[src/design/lpcp_pkg.sv]
// Shared constants and types for the lidar point camera projection block.
`timescale 1ns / 1ps
package lpcp_pkg;

    localparam int COORD_W = 32;                 // Q16.16 coordinate and coefficient
    localparam int PROD_W  = 2 * COORD_W;        // exact Q32.32 product
    localparam int FRAC_W  = 16;                 // fraction bits dropped by the floor
    localparam int SUM_W   = 50;                 // signed Q34.16 row sum
    localparam int MAG_W   = SUM_W - 1;          // magnitude of a row sum
    localparam int DIM_W   = 14;                 // image size register
    localparam int PIX_W   = 13;                 // pixel index and quotient bits
    localparam int REM_W   = MAG_W + PIX_W;      // divider remainder
    localparam int CFG_W   = 64;
    localparam int IDX_W   = 3;
    localparam int IN_W    = 3 * COORD_W;
    localparam int OUT_W   = 32;                 // two pixel fields padded to bytes

    localparam logic [DIM_W-1:0] MAX_DIM     = DIM_W'(8192);
    localparam logic [DIM_W-1:0] RESET_COLS  = DIM_W'(1920);
    localparam logic [DIM_W-1:0] RESET_ROWS  = DIM_W'(1080);

    typedef enum logic [IDX_W-1:0] {
        REG_U_XY      = 3'd0,
        REG_U_ZC      = 3'd1,
        REG_V_XY      = 3'd2,
        REG_V_ZC      = 3'd3,
        REG_D_XY      = 3'd4,
        REG_D_ZC      = 3'd5,
        REG_COLS      = 3'd6,
        REG_ROWS      = 3'd7
    } reg_idx_t;

    // Pipeline control handed to each stage group.
    typedef struct packed {
        logic en;     // advance all stages this cycle
        logic vld;    // item entering the group
    } pipe_ctl_t;

endpackage

[src/design/lpcp_div.sv]
// Sign fold, range check and pipelined restoring divide giving a 13-bit quotient.
`timescale 1ns / 1ps
module lpcp_div (
    input  logic                              clk,
    input  logic                              rst_n,
    input  lpcp_pkg::pipe_ctl_t               ctl,
    input  logic signed [lpcp_pkg::SUM_W-1:0] num,
    input  logic signed [lpcp_pkg::SUM_W-1:0] den,
    output logic                              vld,
    output logic [lpcp_pkg::PIX_W-1:0]        quot,
    output logic                              ok
);
    import lpcp_pkg::*;

    logic signed [SUM_W-1:0] n_reg;
    logic [MAG_W-1:0]        d_reg;
    logic                    dnz_reg;
    logic                    pre_vld_reg;

    logic [REM_W-1:0]        rem_reg  [0:PIX_W];
    logic [MAG_W-1:0]        dv_reg   [0:PIX_W];
    logic [PIX_W-1:0]        q_reg    [0:PIX_W];
    logic                    ok_reg   [0:PIX_W];
    logic [PIX_W:0]          st_vld_reg;

    logic [REM_W-1:0]        n_mag;
    logic                    ovf;

    assign n_mag = REM_W'(n_reg[MAG_W-1:0]);
    assign ovf   = n_mag >= (REM_W'(d_reg) << PIX_W);

    always_ff @(posedge clk or negedge rst_n)
    begin
        if (!rst_n)
        begin
            pre_vld_reg <= 1'b0;
            st_vld_reg  <= '0;
        end
        else if (ctl.en)
        begin
            pre_vld_reg <= ctl.vld;
            st_vld_reg  <= {st_vld_reg[PIX_W-1:0], pre_vld_reg};
        end
    end

    always_ff @(posedge clk)
    begin
        if (ctl.en)
        begin
            // fold a negative depth onto a positive one
            if (den < 0)
            begin
                n_reg <= -num;
                d_reg <= MAG_W'(-den);
            end
            else
            begin
                n_reg <= num;
                d_reg <= MAG_W'(den);
            end
            dnz_reg <= (den != '0);

            rem_reg[0] <= n_mag;
            dv_reg[0]  <= d_reg;
            q_reg[0]   <= '0;
            ok_reg[0]  <= dnz_reg && (n_reg > 0) && !ovf;

            // one quotient bit per stage, most significant first
            for (int i = 0; i < PIX_W; i++)
            begin
                if (rem_reg[i] >= (REM_W'(dv_reg[i]) << (PIX_W - 1 - i)))
                begin
                    rem_reg[i+1] <= rem_reg[i] - (REM_W'(dv_reg[i]) << (PIX_W - 1 - i));
                    q_reg[i+1]   <= q_reg[i] | (PIX_W'(1) << (PIX_W - 1 - i));
                end
                else
                begin
                    rem_reg[i+1] <= rem_reg[i];
                    q_reg[i+1]   <= q_reg[i];
                end
                dv_reg[i+1] <= dv_reg[i];
                ok_reg[i+1] <= ok_reg[i];
            end
        end
    end

    assign vld  = st_vld_reg[PIX_W];
    assign quot = q_reg[PIX_W];
    assign ok   = ok_reg[PIX_W];

endmodule

[config.mk]
export PLATFORM = sky130hd
export DESIGN_NAME = lpcp_div
export DESIGN_NICKNAME = d
export VERILOG_FILES = /design/src/design/lpcp_pkg.sv /design/src/design/lpcp_div.sv
export SDC_FILE = /design/constraint.sdc
export NUM_CORES = 2
export LEC_CHECK = 0
export BUFFER_PORTS_ARGS = -buffer_cell sky130_fd_sc_hd__buf_4
export CAP_MARGIN = 25
export CORE_MARGIN = 4
export CORE_UTILIZATION = 48
export CTS_CLUSTER_DIAMETER = 60
export DETAILED_ROUTE_END_ITERATION = 8
export SLEW_MARGIN = 30
export SYNTH_ARGS = -nofsm -noshare
export SYNTH_HDL_FRONTEND = slang
export SYNTH_SLANG_ARGS = --single-unit
[constraint.sdc]
create_clock -name clk -period 8.2 [get_ports clk]
set_input_delay 1.64 -clock clk [delete_from_list [all_inputs] [get_ports clk]]
set_output_delay 1.64 -clock clk [all_outputs]
set_load 0.005 [all_outputs]
# Word level (Yosys, flattened, before mapping)
# Memory sizes are Yosys's and may differ from the RTL's.
# Index checks and enable logic that the tools add are counted.
classes:
  addsub: 15
  order_cmp: 16
  n_mux: 108
  n_bitwise: 26
  reduce_logical: 4
ops:
  columns: ["operator", "count"]
  rows:
  - ["62-bit 2-to-1 mux", 13]
  - ["13-bit 2-to-1 mux", 13]
  - ["1-bit 2-to-1 mux", 80]
  - ["49-bit by 62-bit >= comparator with 1-bit output", 1]
  - ["62-bit by 49-bit >= comparator with 1-bit output", 1]
  - ["62-bit by 50-bit >= comparator with 1-bit output", 1]
  - ["62-bit by 51-bit >= comparator with 1-bit output", 1]
  - ["62-bit by 52-bit >= comparator with 1-bit output", 1]
  - ["62-bit by 53-bit >= comparator with 1-bit output", 1]
  - ["62-bit by 54-bit >= comparator with 1-bit output", 1]
  - ["62-bit by 55-bit >= comparator with 1-bit output", 1]
  - ["62-bit by 56-bit >= comparator with 1-bit output", 1]
  - ["62-bit by 57-bit >= comparator with 1-bit output", 1]
  - ["62-bit by 58-bit >= comparator with 1-bit output", 1]
  - ["62-bit by 59-bit >= comparator with 1-bit output", 1]
  - ["62-bit by 60-bit >= comparator with 1-bit output", 1]
  - ["62-bit by 61-bit >= comparator with 1-bit output", 1]
  - ["62-bit by 49-bit subtractor with 62-bit output", 1]
  - ["62-bit by 50-bit subtractor with 62-bit output", 1]
  - ["62-bit by 51-bit subtractor with 62-bit output", 1]
  - ["62-bit by 52-bit subtractor with 62-bit output", 1]
  - ["62-bit by 53-bit subtractor with 62-bit output", 1]
  - ["62-bit by 54-bit subtractor with 62-bit output", 1]
  - ["62-bit by 55-bit subtractor with 62-bit output", 1]
  - ["other kinds (16)", 42]
word_totals:
  regBits: 115
  ramBits: 1750
  input_bits: 104
  output_inout_bits: 15
  n_memories: 4
mem_list:
  columns: ["memory", "depth", "width", "read_ports", "rd_ports_with_merged_regs", "wr", "line_no", "text"]
  rows:
  - ["rem_reg", 14, 62, 13, 0, 14, "lpcp_div.sv:20", "logic [REM_W-1:0] rem_reg [0:PIX_W];"]
  - ["dv_reg", 14, 49, 13, 0, 14, "lpcp_div.sv:21", "logic [MAG_W-1:0] dv_reg [0:PIX_W];"]
  - ["q_reg", 14, 13, 14, 0, 14, "lpcp_div.sv:22", "logic [PIX_W-1:0] q_reg [0:PIX_W];"]
  - ["ok_reg", 14, 1, 14, 0, 14, "lpcp_div.sv:23", "logic ok_reg [0:PIX_W];"]

# Depth between registers and ports, before layout
# An unclocked memory read counts as a cell.
logic_depth:
  depth_word: 6
  depth_mapped: 18
  mapped_depth_nobuf: 16

# Least setup slack after synthesis
# Ideal clock, no wire load.
synth_path:
  kind: "input port to flip-flop"
  from: "input den[1] (netlist name)"
  to: "register dnz_reg, data pin"
  setup_time_ns: 0.266
  arrival_ns: 4.621
  required_time_ns: 7.934
  path_slack_ns: 3.313
  path_stages: 12
  n_path_buf: 1
  cell_sequence: "inv_1 > ha_1 > nor2b_1 > nand2_1 > or4_4 > or2_4 > or4_4 > or2_4 > or3b_1 > buf_2 > or4_1 > or3_1"
synth_via:
  elab_chain_cells: 1
synth_rtl:
  columns: ["item", "line_no", "text"]
  rows:
  - ["from (decl)", "lpcp_div.sv:8", "input logic signed [lpcp_pkg::SUM_W-1:0] den,"]
  - ["50-bit nonzero test", "lpcp_div.sv:61", "dnz_reg <= (den != '0);"]
  - ["to (signal assigned)", "lpcp_div.sv:61", null]
  - ["to (decl)", "lpcp_div.sv:17", "logic dnz_reg;"]
# No other way between the ends.
# A chain may end at the register's enable or synchronous reset.

==> reports/qor.txt <==
DR pass1 iterations -> 5
core footprint -> 200,000 sq um
antenna-violating nets left -> 0
Critical R2R Capture -> rem_reg[1][234]
synth top area cells -> edfxtp_1, ha_1, a21oi_1
PwrDens -> 340 nW/um^2
hold endpoint -> q_reg[0][88]
Port Buffers -> 118
crit path cell chain -> inv_1, ha_1, inv_1, fa_1, a21oi_1, o2bb2ai_1, o31a_1, a211o_1, o211ai_1, o21ai_1, nand4_1, and2_1, and3_1, buf_4, clkinv_1, nor2_1, a21oi_1
row cnt -> 164
first-pass GRT wire length -> 357,000 um
worst-margin pin slew -> 1030 ps
Final #Nets -> 9,973
sequential share of the synthesized area -> 51.4%
mapped cell area -> 96,200 sq um
total die area -> 208,000 sq um
share of cells above drive strength 1 -> 6.71%
Post-synth EDFFs -> 1,635
count leader, synth -> edfxtp_1
sw frac -> 36.3%
P_leak -> 41.9 nW
Setup TNS Final -> 0 ps
setup repair bufs after CTS -> 0
Die X-Extent -> 456 um
Worst R2R Path Depth -> 17
number of global-route vias before repair -> 67,700
relative slew slack -> 29.5%
RSZ-0062 raised after global routing -> no
Clock Sink Count -> 1,650
io pins -> 119
critical path class -> reg -> reg
DP Worst Slack -> 2940 ps
endpoints failing setup -> 0
Critical-path top delay cell -> clkinv_1
Die Y -> 456 um
initial core utilization -> 48.2%
largest net degree at the start of global routing -> 172
Placer Congestion -> 1.04
max-cap check violation count -> 0
Clk Latency, worst-skew pair -> 840 ps
CP Capture Type -> flop
Area Overhead vs Synth -> 10.4%
Remaining Overflow, GRT -> 0
Synthesized Nets -> 9,931
Synth warnings -> 0
Worst Skew -> 40.8 ps
WP data required -> 8730 ps
max frequency -> 0.188 GHz
Via Count -> 66,600
Clock power frac -> 23.3%
worst reg-to-reg setup slack -> 2890 ps
worst hold stages -> 0
Hold Crit Class -> reg -> reg
max reg flops -> 793
CTS tree -> done
switching power -> 13.1 mW
sequential share of power -> 36.5%
dominant synthesized flop cell -> edfxtp_1
Max Slew Vio Count -> 0
top post-synthesis cells by count -> edfxtp_1, nand2_1, inv_1
number of fill cells in the layout -> 17,400
Post-Syn Instances -> 9,152
gr usage total -> 21.2%
Detailed Place HPWL -> 175,000 um
crit-path max FO -> 44
vias per cell -> 5.54
post-synth top area cell -> edfxtp_1
initial DRC count -> 3,663
Cell variety after synth -> 89
post-synth top area share -> 51.0%
startpoint type of the worst setup path -> flop
flops & latches, synth -> 1,650
Clock Pin Slew Worst Setup and Hold Paths -> 60 ps
Reg-to-Reg Start -> rem_reg[1][126]
PnR worst setup slack -> 2890 ps
routed len/inst -> 18.6 um
outcome -> finished, final reports clean
Post-synth ARST share -> 0.909%
combinational share of power -> 40.1%
maximum vdd drop -> 0.000235 V
# hold bufs at CTS -> 0
Root Driver -> clkbuf_16
synthesized area per cell -> 10.5 sq um
CTS Buffer Depth -> 3
Gates resized, CTS repair -> 0
max incr delay on CP -> 760 ps
initial antenna violation count -> 5
final critical-path required period -> 5310 ps
final worst path period share -> 64.7%
Internal -> 23.0 mW
DRC Markers -> 0
CTS Buf Count -> 187
hold path start -> q_reg[0][75]
Hold Fails Final Rpt -> 0
H-tree lvl count -> 4
Total Wirelength -> 224,000 um
arrival time worst endpoint -> 5840 ps
==> cell families (layout without fill, tap and decap cells) <==
kind of cell | count (synthesis) | after routing | share of synthesized area (%)
other cells | 0 | 2 | 0
compound gates | 2599 | 2599 | 16.5
simple gates | 2327 | 2327 | 11.5
mux | 91 | 91 | 1.06
xor+xnor | 663 | 663 | 6.03
flops | 1650 | 1650 | 51.4
buf+inv | 1147 | 1349 | 4.54
fa+ha+maj | 675 | 675 | 8.87
==> cells in the final DEF (no fill, tap or decap), types with 23 or more instances in the layout <==
master | synthesis | routed
edfxtp_1 | 1635 | 1635
nor3_1 | 122 | 119
a21o_1 | 360 | 360
clkinv_2 | 0 | 31
nand4_1 | 156 | 156
o211ai_1 | 42 | 42
a21boi_0 | 29 | 29
or4_1 | 37 | 37
a21oi_1 | 798 | 797
nand2_1 | 849 | 847
o21ai_0 | 731 | 731
inv_1 | 829 | 829
nand2b_1 | 71 | 71
a211oi_1 | 54 | 53
or3_1 | 52 | 52
clkbuf_1 | 272 | 30
nor4_1 | 76 | 69
nand3_1 | 140 | 140
o41ai_1 | 23 | 23
and2_1 | 37 | 36
nor2b_1 | 81 | 81
o21a_1 | 63 | 63
a31oi_1 | 93 | 92
or2_2 | 38 | 38
o31ai_1 | 73 | 73
clkinv_1 | 1 | 39
nor2_1 | 504 | 504
bufinv_16 | 0 | 25
and3_1 | 77 | 77
buf_4 | 13 | 154
xor2_1 | 252 | 252
mux2_2 | 84 | 84
xnor2_1 | 411 | 411
ha_1 | 663 | 663
clkbuf_16 | 0 | 187
o21bai_1 | 108 | 108
==> worst max-delay path by stage <==
| stage | startpoint | to | slack (ps) | depth (start not counted) |
|---|---|---|---|---|
| global route | rem_reg[1][126] | rem_reg[1][234] | 2600 | 17 |
| CTS | rem_reg[1][126] | rem_reg[1][224] | 2940 | 17 |
| finish | rem_reg[1][126] | rem_reg[1][234] | 2890 | 17 |
| detailed placement | den[1] | dnz_reg | 2940 | 12 |
| global placement | den[1] | dnz_reg | 2930 | 12 |
| floorplan | den[1] | dnz_reg | 3310 | 12 |
==> final cells by class <==
| cell class | instances | area, sq um | share of cell area [%] |
|---|---|---|---|
| inverters | 831 | 3120 | 2.94 |
| well taps | 2656 | 3320 | 3.13 |
| repair buffers | 169 | 1440 | 1.35 |
| flip-flops and latches | 1650 | 49500 | 46.6 |
| multi-input cells | 6355 | 42500 | 40.0 |
| clock inverters | 131 | 1520 | 1.43 |
| diodes | 2 | 5.00 | 0.00471 |
| clock buffers | 218 | 4810 | 4.53 |
==> power groups by stage <==
stage	combinational (mW)	clock, mW	sequential (mW)
after floorplan	11.0	0	12.8
after detailed placement	14.3	0	13.3
after CTS	14.4	8.66	13.2
after global placement	14.1	0	13.3
final	14.5	8.42	13.2
after global routing	16.2	9.06	13.4
==> worst max-delay path: cells and delay by family (launching register included) <==
kind / cells / cell delay (ps)
adders and majority gates: 2 / 560
and+or+nand+nor: 4 / 810
DFF: 1 / 380
AOI/OAI and AO/OA: 7 / 1940
buffers and inverters: 4 / 1300
==> per-stage QoR <==
stage / hold WS, ps / power [mW] / area [sq um] / utilization (%) / std cells
after CTS: 390 / 36.2 / 106000 / 53.2 / 12000
final: 389 / 36.1 / 106000 / 53.2 / 12000
after global placement: 401 / 27.5 / 99800 / 50.0 / 11700
after floorplan: 400 / 23.8 / 96200 / - / 9152
after detailed placement: 405 / 27.7 / 99900 / 50.0 / 11700
after global routing: 394 / 38.7 / 106000 / 53.2 / 12000
==> metal layers <==
| metal | share of wire [%] | vias to the layer above | GRT usage, % |
|---|---|---|---|
| met2 | 51 | 1516 | 39.3 |
| met1 | 39 | 30800 | 23.1 |
| met3 | 3.2 | 599 | 2.53 |
| met4 | 6.8 | 0 | 13.2 |
| li1 | - | 33700 | - |
| met5 | 0 | - | 0 |
Note: power is estimated with default switching activity, not from simulation.
